[src/hdl/rau_pkg.sv]
`default_nettype none
package rau_pkg;

	localparam int MAG_BITS_DEF = 31;

	localparam logic [3:0] FN_ADD = 4'd0;
	localparam logic [3:0] FN_SUB = 4'd1;
	localparam logic [3:0] FN_MUL = 4'd2;
	localparam logic [3:0] FN_DIV = 4'd3;
	localparam logic [3:0] FN_LT  = 4'd4;
	localparam logic [3:0] FN_LE  = 4'd5;
	localparam logic [3:0] FN_GT  = 4'd6;
	localparam logic [3:0] FN_GE  = 4'd7;
	localparam logic [3:0] FN_EQ  = 4'd8;
	localparam logic [3:0] FN_NE  = 4'd9;

	localparam logic [1:0] MS_P = 2'd0;
	localparam logic [1:0] MS_Q = 2'd1;
	localparam logic [1:0] MS_M = 2'd2;
	localparam logic [1:0] MS_D = 2'd3;

	typedef struct packed {
		logic       load;
		logic       mul_en;
		logic [1:0] mul_sel;
		logic       eval;
		logic       gcd_step;
		logic       shift_g;
		logic       div_init_num;
		logic       div_init_den;
		logic       div_step;
		logic       save_den;
		logic       load_out;
	} rau_cmd_t;

	typedef struct packed {
		logic short_res;
		logic gcd_done;
		logic div_last;
	} rau_sts_t;

endpackage
`default_nettype wire

[src/hdl/rau_ctrl.sv]
`default_nettype none
module rau_ctrl
	import rau_pkg::*;
(
	input  wire logic clk,
	input  wire logic arst_n,
	input  wire logic in_valid,
	output logic      in_ready,
	output logic      out_valid,
	input  wire logic out_ready,
	input  wire rau_sts_t sts,
	output rau_cmd_t  cmd
);

	localparam logic [3:0] S_IDLE  = 4'd0;
	localparam logic [3:0] S_MUL0  = 4'd1;
	localparam logic [3:0] S_MUL1  = 4'd2;
	localparam logic [3:0] S_MUL2  = 4'd3;
	localparam logic [3:0] S_MUL3  = 4'd4;
	localparam logic [3:0] S_EVAL  = 4'd5;
	localparam logic [3:0] S_GCD   = 4'd6;
	localparam logic [3:0] S_SHIFT = 4'd7;
	localparam logic [3:0] S_DIVN  = 4'd8;
	localparam logic [3:0] S_DIVD0 = 4'd9;
	localparam logic [3:0] S_DIVD  = 4'd10;
	localparam logic [3:0] S_SAVE  = 4'd11;
	localparam logic [3:0] S_FIN   = 4'd12;

	logic [3:0] state_q;
	logic [3:0] state_d;
	logic       out_valid_q;
	logic       out_free;

	assign out_free  = !out_valid_q || out_ready;
	assign in_ready  = (state_q == S_IDLE);
	assign out_valid = out_valid_q;

	always_comb begin
		cmd     = '0;
		state_d = state_q;
		case (state_q)
			S_IDLE: begin
				if (in_valid) begin
					cmd.load = 1'b1;
					state_d  = S_MUL0;
				end
			end
			S_MUL0: begin
				cmd.mul_en  = 1'b1;
				cmd.mul_sel = MS_P;
				state_d     = S_MUL1;
			end
			S_MUL1: begin
				cmd.mul_en  = 1'b1;
				cmd.mul_sel = MS_Q;
				state_d     = S_MUL2;
			end
			S_MUL2: begin
				cmd.mul_en  = 1'b1;
				cmd.mul_sel = MS_M;
				state_d     = S_MUL3;
			end
			S_MUL3: begin
				cmd.mul_en  = 1'b1;
				cmd.mul_sel = MS_D;
				state_d     = S_EVAL;
			end
			S_EVAL: begin
				cmd.eval = 1'b1;
				state_d  = sts.short_res ? S_FIN : S_GCD;
			end
			S_GCD: begin
				if (sts.gcd_done) begin
					state_d = S_SHIFT;
				end else begin
					cmd.gcd_step = 1'b1;
				end
			end
			S_SHIFT: begin
				cmd.shift_g      = 1'b1;
				cmd.div_init_num = 1'b1;
				state_d          = S_DIVN;
			end
			S_DIVN: begin
				cmd.div_step = 1'b1;
				if (sts.div_last) begin
					state_d = S_DIVD0;
				end
			end
			S_DIVD0: begin
				cmd.div_init_den = 1'b1;
				state_d          = S_DIVD;
			end
			S_DIVD: begin
				cmd.div_step = 1'b1;
				if (sts.div_last) begin
					state_d = S_SAVE;
				end
			end
			S_SAVE: begin
				cmd.save_den = 1'b1;
				state_d      = S_FIN;
			end
			S_FIN: begin
				if (out_free) begin
					cmd.load_out = 1'b1;
					state_d      = S_IDLE;
				end
			end
			default: begin
				state_d = S_IDLE;
			end
		endcase
	end

	always_ff @(posedge clk or negedge arst_n) begin
		if (!arst_n) begin
			state_q     <= S_IDLE;
			out_valid_q <= 1'b0;
		end else begin
			state_q <= state_d;
			if (cmd.load_out) begin
				out_valid_q <= 1'b1;
			end else if (out_ready) begin
				out_valid_q <= 1'b0;
			end
		end
	end

endmodule
`default_nettype wire

[config.mk]
export PLATFORM = sky130hd
export DESIGN_NAME = rau_ctrl
export DESIGN_NICKNAME = d
export VERILOG_FILES = /design/src/hdl/rau_pkg.sv /design/src/hdl/rau_ctrl.sv
export SDC_FILE = /design/constraint.sdc
export NUM_CORES = 1
export LEC_CHECK = 0
export BUFFER_PORTS_ARGS = -buffer_cell sky130_fd_sc_hd__buf_4
export CAP_MARGIN = 40
export CORE_AREA = 2 2 39 41
export DETAILED_ROUTE_END_ITERATION = 10
export DIE_AREA = 0 0 41 43
export GPL_ROUTABILITY_DRIVEN = 0
export SYNTH_ARGS = -nofsm -noshare
export SYNTH_HDL_FRONTEND = slang
export SYNTH_SLANG_ARGS = --single-unit
[constraint.sdc]
create_clock -name clk -period 0.97 [get_ports clk]
set_input_delay 0.097 -clock clk [delete_from_list [all_inputs] [get_ports clk]]
set_output_delay 0.097 -clock clk [all_outputs]
set_load 0.05 [all_outputs]
==> results list, run 1 <==
- Post-route setup slack: -0.509 ns
* Static Leak: 0.000529 uW
- Sequential cell area fraction in the yosys report: 31.2%
- CTS sink cnt: 5
- Cell area after synthesis: 402 um^2
* Largest fanout on the critical path: 8
- Antenna viol nets, final: 0
- Via/cell ratio: 4.86
- Internal portion of total power: 2590 uW
* Total number of cells along the worst setup path: 4
- For this block, the initial DRC count from the detailed router was 4.
- After detailed routing, the average wire length per cell comes to 15.4 um.
- Sum of negative setup slack: -7.13 ns
- Summing the areas of all fa, ha and maj instances in the mapped netlist gives 0% of the synthesized area.
* Port Buf Inserts: 20
* Sequence of cells on the critical path: buf_4, xor2_2, nor2_4, buf_6
- The critical path in this run is classified as flop to output port.
- Routed wire length: 1830 um
* Required time at the endpoint of the critical path: 0.87 ns
- In this run switching power makes up 47.5% of total power.
- Outcome: finished with violations
* Top delay family on crit path: flip-flops
* Post-synthesis average cell area: 7.88 um^2
- Arrival time of the worst setup path: 1.38 ns
* Synthesized-area fraction occupied by and/or/nand/nor cells: 41.7%
* Die area: 1760 um^2
- DPL Wire Length: 898 um
- Crit Reg-Reg Startpoint: state_q[0]
- The clock arrives with 0.00212 ns of skew.
* Clock slew at the register clock pins of the worst setup and hold paths: 0.04 ns
- Cells fill 88.8% of the core in the end.
- The die is 41 um wide.
- Synthesis produced a netlist whose cell count is 51.
- Based on the critical path, the design can be clocked at up to 676 MHz.
- Clk root buf: sky130_fd_sc_hd__clkbuf_4
- The number of endpoints with negative hold slack in the final report came to 0.
- Total nets after synthesis: 58
- Maximum number of buffers from clock root to sink: 2
- Reg2reg end: state_q[3]
- After detailed placement, the design holds a cell count of 98.
- The core region is 1380 um^2.
- Router iterations before antenna repair: 3
- For this run, design rule violations remaining after detail routing come to 0.
- Max-slew violation total from the final report: 0
- Cell depth of the worst flop-to-flop path: 6
- For the pin with the worst max-slew slack, the measured transition is 0.358 ns.
* TritonCTS clock tree: done
- The most critical setup path has its endpoint at cmd[10].
* Proportion of power drawn by the clock network: 4.7%
- The floorplan step set the die height to 43 um.
- R2R Setup Slk: -0.39 ns
- Via count: 578
- Source-to-sink clock delay at the later pin of the worst-skew pair: 0.23 ns
- Worst hold-check slack: 0.155 ns
- Fraction of final layout cells sized beyond drive strength 1: 85.4%
- For this design the total switching power over the nets is 2340 uW.
* Number of antenna cells inserted: 0
* Initial core utilization: 29.0%
- After routing the design area is 1230 um^2.
* Multiplexer share of the synthesized area: 0%
- The number of clock buffers added by TritonCTS is 3.
- Total global routing track utilization: 20.7%
* Startpoint types: flop
- Setup violations remaining at the end of the flow were counted as 19.
- Post-Layout Cell Count: 119
- In this design, the stage delay of the slowest critical-path cell is 0.50 ns.
- For this design the ratio of total power to cell area is 4010 nW/um^2.
* Layout Nets: 111
- Relative to the synthesized area, the layout overhead comes to 206%.
- Kind of end point of the critical path: output port
* Dominant combinational cell family by area after synthesis: simple AND/OR/NAND/NOR gates
* VDD IR-drop max: 2.46 mV
- Setup repair after global routing could not meet its margin everywhere.
* IO Pins: 21
- Entering global routing, the biggest net connects 9 pins.
- The via count of the first global-routing pass was 573.
- The first global-routing pass estimated 2440 um of wire.
* Combinational fraction of design power: 85.6%
- Global routing finished with a remaining overflow of 0.
* Worst hold-check path type: input port to flop
- Tracing the worst setup path back leads to its startpoint at state_q[2].
- Counting flops and latches in the post-synthesis netlist gives 5.
- In this run the number of H-tree levels came out at 1.
- The synthesized netlist devotes 12.1% of its cell area to compound gates.
- Critical path's slowest cell: sky130_fd_sc_hd__dfrtp_2
- Headroom to the max-slew limit came out at 75.9%.
* Parity-gate share of the synthesized area counting xor and xnor cells: 4.36%
- The checks that failed: negative setup slack.
* Sequential fraction of design power: 9.7%
* Worst path bufs/invs: 2
- Synth unique cells: 21
- Once placement finished, the instance area stood at 786 um^2.
* Final critical path time including I/O delays and setup: 1.48 ns
* Number of max-capacitance violations reported: 0
* Synthesis Warnings: 0
* Final Cycle Share: 152%
* Number of antenna violations at the first check in global routing: 0
- After floorplanning, the core was divided into 14 placement rows.
## cell usage after synthesis
| cell type | count | area (um^2) |
|---|---|---|
| sky130_fd_sc_hd__buf_2 | 1 | 5.00 |
| sky130_fd_sc_hd__nor3_1 | 3 | 15.0 |
| sky130_fd_sc_hd__nand2_1 | 6 | 22.5 |
| sky130_fd_sc_hd__xor2_1 | 1 | 8.76 |
| sky130_fd_sc_hd__nor4b_2 | 1 | 15.0 |
| sky130_fd_sc_hd__dfrtp_1 | 5 | 125 |
| sky130_fd_sc_hd__buf_4 | 2 | 15.0 |
| sky130_fd_sc_hd__or2_1 | 1 | 6.26 |
| sky130_fd_sc_hd__xnor2_1 | 1 | 8.76 |
| sky130_fd_sc_hd__nor4b_1 | 1 | 8.76 |
| sky130_fd_sc_hd__a21oi_1 | 4 | 20.0 |
| sky130_fd_sc_hd__and2_1 | 1 | 6.26 |
| sky130_fd_sc_hd__nor4_1 | 3 | 18.8 |
| sky130_fd_sc_hd__a2111oi_2 | 1 | 15.0 |
| sky130_fd_sc_hd__nand2_2 | 1 | 6.26 |
| sky130_fd_sc_hd__buf_6 | 2 | 22.5 |
| sky130_fd_sc_hd__nand2b_1 | 4 | 25.0 |
| sky130_fd_sc_hd__nor2b_1 | 1 | 6.26 |
| sky130_fd_sc_hd__a31o_2 | 1 | 8.76 |
| sky130_fd_sc_hd__nor2_1 | 10 | 37.5 |
| sky130_fd_sc_hd__o21ai_0 | 1 | 5.00 |
## cell type report
class	instances	area (um^2)
Clock buffer	4	26.3
Fill cell	59	155
Multi-Input combinational cell	41	478
Sequential cell	5	129
Tap cell	16	20.0
Timing Repair Buffer	53	576
## layout by cell type, fill, tap and decap left out, drive strengths merged
cell type and instances:
xor2 1, nor2b 1, a2111oi 1, nor4b 2, dfrtp 5, xnor2 1
nor2 10, a21oi 4, nor4 3, a31o 1, or2 1, nand2 7
nor3 3, nand2b 4, o21ai 1, buf 52, clkbuf 4, dlygate4sd3 1
and2 1
## how the worst min path moves through the flow
stage           start         end  cells after the start
5_1_grt        sts[0]  state_q[0]                      3
3_5_place_dp   arst_n  state_q[1]                      1
6_report       sts[0]  state_q[0]                      3
3_3_place_gp   arst_n  state_q[1]                      1
4_1_cts        sts[0]  state_q[0]                      3
2_1_floorplan  arst_n   out_valid                      0
## through the flow
stage	power, uW	worst slack [ns]
2_1_floorplan	2360	-0.584
3_3_place_gp	3110	-0.316
3_5_place_dp	3130	-0.341
4_1_cts	4400	-0.517
5_1_grt	5140	-0.571
6_report	4920	-0.509
## sequential cells by signal, summed over array words and instances, names as in the netlist
name / flops
out_valid: 1
state_q: 4
## cells by family (layout without fill, tap and decap cells)
| kind of cell | Yosys count | count (layout) |
|---|---|---|
| and+or+nand+nor | 32 | 32 |
| AOI/OAI and AO/OA | 7 | 7 |
| DFF | 5 | 5 |
| xor gates and xnor gates | 2 | 2 |
| buffers and inverters | 5 | 57 |
## power by group through the flow
stage               combinational, uW  sequential [uW]  clock, uW
floorplan                        1900              465          0
global placement                 2650              459          0
detailed placement               2670              462          0
CTS                              3690              474        243
global route                     4390              494        248
finish                           4210              479        230
## timing repair
action,in CTS,in global routing
pin swaps,11,9
hold endpoints to repair,5,0
endpoints found under the setup margin,19,19
gates resized for setup,45,18
hold buffers,1,0
setup buffers,11,6
## tightest hold or removal path: cells and delay by family
| family | cells | cell delay, ns |
|---|---|---|
| and+or+nand+nor | 1 | 0.06 |
| buffers and inverters | 1 | 0.12 |
| AOI/OAI and AO/OA | 1 | 0.06 |
## per-layer routing
layer,share of wire (%),vias up,track usage [%]
li1,-,281,-
met1,38,275,25.6
met2,56,18,31.6
met3,2.6,4,3.66
met4,2.6,0,12.7
met5,0,-,0
(Power assumes the default switching activity.)
==> inputs of run 2 (changes only) <==
--- a/constraint.sdc
+++ b/constraint.sdc
@@ -3,2 +3,2 @@
 set_output_delay 0.097 -clock clk [all_outputs]
-set_load 0.05 [all_outputs]
+set_load 0.02 [all_outputs]
==> run 2 against run 1 <==
Against the previous run: the flow still finishes with violations (negative setup slack); first-iteration DRC count unchanged; register-to-register slack better by 0.05 ns; sequential cell count is the same; cell area is 15% lower; core utilization is 13 points lower; combinational power is 27% lower; global-route usage shrank 3.0 points; maximum frequency up 2.8%; hold slack lost 0.0012 ns; routed wire length is 15% lower; power is 24% lower; critical path depth did not move; largest cell class unchanged; highest routed layer unchanged.
==> results list, run 2 (synthesized netlist as in run 1, its figures left out) <==
* Antenna viol nets, final: 0
- After clock tree synthesis, the clock-pin slew on the worst setup and hold paths is 0.04 ns.
- Setup repair after global routing could not meet its margin everywhere.
- From left edge to right edge, the die measures 41 um.
- Internal portion of total power: 2110 uW
* Detailed-routed wire length on met3: 48 um
- The initial antenna violation count came to 0.
- The register with the most flip-flops in the layout has 4 of them.
* Startpoint types: flop
- Final Cycle Share: 148%
- IR analysis of the VDD net gives a maximum drop of 2.11 mV.
- Total global routing track utilization: 17.7%
- Static Leak: 0.000474 uW
- Max-slew violation total from the final report: 0
- Initial core utilization: 29.0%
- Combinational cells account for 82.6% of the total power.
* Sum of negative setup slack: -6.27 ns
- Port Buf Inserts: 20
- CTS sink cnt: 5
* Initial detailed-routing violation count: 4
- Entering global routing, the biggest net connects 9 pins.
- Cell Area, Placed: 762 um^2
- The first global-routing pass estimated 2140 um of wire.
- The pre-antenna-repair detailed-routing pass consisted of 4 iterations.
- Routed length per placed instance: 13.6 um
- Number of max-capacitance violations reported: 0
* Violated checks: negative setup slack
- Critical path class: flop to output port
* Kind of end point of the critical path: output port
- Across all setup checks in the final design, the least slack found is -0.469 ns.
- TritonCTS clock tree: done
* Worst hold-check path type: input port to flop
- Worst slew margin: 79.1%
- Floorplan die height: 43 um
* Hold wc startpoint: sts[0]
- Total length of routed met2 wires: 899 um
- state_q holds more flip-flops than any other register.
* CTS buffer count: 3
- IO Pins: 21
* Clk root buf: sky130_fd_sc_hd__clkbuf_4
* Number of antenna cells inserted: 0
* Commonest non-fill, non-tap cell in the layout: sky130_fd_sc_hd__buf_4
- Switching component of the power: 1620 uW
* Final count of negative-setup-slack endpoints: 18
- From synthesis to final layout, the design area changed by 161%.
- On the final layout, the worst clock skew is 0.00167 ns.
- After detailed routing, the number of remaining DRC violations is 0.
- Wires add up to 1560 um.
- The clock reaches the later pin of the worst-skew pair after 0.24 ns.
- The floorplan has 14 rows.
- Pre-CTS setup slack: -0.287 ns
* Final critical path time including I/O delays and setup: 1.44 ns
- The wire-length estimate of the detail-placed layout is 935 um.
* Slew @ Worst Pin: 0.313 ns
* Area of all placed cells without fillers: 1050 um^2
- For the worst setup path, the data required time is 0.87 ns.
* H-tree Lvls: 1
- After global routing the overflow that remains totals 0.
- Counting along the longest clock path gives a buffer depth of 2.
* Sequential fraction of design power: 11.2%
- Signal routing reaches up to met4.
* Leading cell types in the layout, fill and taps excluded: sky130_fd_sc_hd__buf_4 (29), sky130_fd_sc_hd__buf_6 (17), sky130_fd_sc_hd__nor2_4 (5), sky130_fd_sc_hd__nand2b_4 (4), sky130_fd_sc_hd__nand2_1 (4)
- In the final design database the tool counted 107 nets.
- Of the total power, the share spent switching nets is 43.5%.
* Arrival time of the worst setup path: 1.34 ns
* Largest fanout on the critical path: 4
* Detailed-routing wirelength on met1: 600 um
- Fraction of final layout cells sized beyond drive strength 1: 79.8%
- The flow ran to the end, but the final reports show violations.
- Based on the critical path, the design can be clocked at up to 695 MHz.
- The most critical setup path has its startpoint at state_q[2].
- Die area: 1760 um^2
- In this run the standard cell core region covers 1380 um^2.
- Dividing the detail-routed via count by the number of cells gives 4.83.
- The via count of the first global-routing pass was 481.
- Cell Pwr Density: 3560 nW/um^2
- The number of endpoints with negative hold slack in the final report is 0.
* Crit Reg-Reg Startpoint: state_q[1]
* Proportion of power drawn by the clock network: 6.2%
- The detailed router placed 556 vias in this run.
## run 2: cell count changes in the layout (fill, tap and decap cells not counted), moves of 2 or more
cell | before | now
sky130_fd_sc_hd__buf_4 | 19 | 29
sky130_fd_sc_hd__buf_8 | 9 | 0
sky130_fd_sc_hd__buf_6 | 22 | 17
sky130_fd_sc_hd__nor2_2 | 0 | 2
sky130_fd_sc_hd__nor2_4 | 7 | 5
## run 2: through the flow
stage / total power, uW / hold slack, ns / util (%) / cells
6_report: 3730 / 0.154 / 75.7 / 115
5_1_grt: 3910 / 0.153 / 75.7 / 115
4_1_cts: 3270 / 0.126 / 67.9 / 110
3_5_place_dp: 2560 / -0.102 / 55.1 / 98
3_3_place_gp: 2520 / -0.101 / 55.1 / 98
2_1_floorplan: 1730 / -0.199 / - / 51
## run 2: worst paths after layout
| kind | to | slack, ns | depth (start not counted) |
|---|---|---|---|
| worst min register to register | state_q[0] | 0.74 | 3 |
| worst min-delay path | state_q[0] | 0.15 | 3 |
| worst max-delay path | cmd[9] | -0.47 | 4 |
| min in group asynchronous | out_valid | 0.20 | 2 |
| worst max register to register | state_q[3] | -0.34 | 4 |
| max in group asynchronous | state_q[3] | 0.66 | 2 |
## run 2: cell type report
cell class / instances / area [um^2]
tap: 16 / 20.0
multi-input combinational: 41 / 414
clock buffer: 4 / 26.3
timing repair buffer: 49 / 459
sequential: 5 / 128
fill: 88 / 337
## run 2: timing repair
item | 4_1_cts | 5_1_grt
endpoints found under the setup margin | 19 | 19
pin swaps | 7 | 3
hold buffers | 1 | 0
hold endpoints to repair | 5 | 0
setup buffers | 7 | 5
gates resized for setup | 23 | 11
## run 2: worst max-delay path, stage by stage (launching register included)
cell and delay (ns):
sky130_fd_sc_hd__dfrtp_2 0.43, sky130_fd_sc_hd__buf_4 0.16, sky130_fd_sc_hd__or2_4 0.24, sky130_fd_sc_hd__a21oi_4 0.15
sky130_fd_sc_hd__buf_6 0.13
## run 2: power by group through the flow
stage	sequential [uW]	clock (uW)	combinational, uW
after floorplan	443	0	1290
after global placement	446	0	2080
after detailed placement	446	0	2110
after CTS	416	247	2610
after global routing	429	248	3240
final	419	230	3080
## run 2: metal layers
metal / vias to the layer above / GRT usage [%]
met5: - / 0
met4: 0 / 8.00
met3: 2 / 0
met2: 15 / 28.4
met1: 264 / 23.7
li1: 275 / -
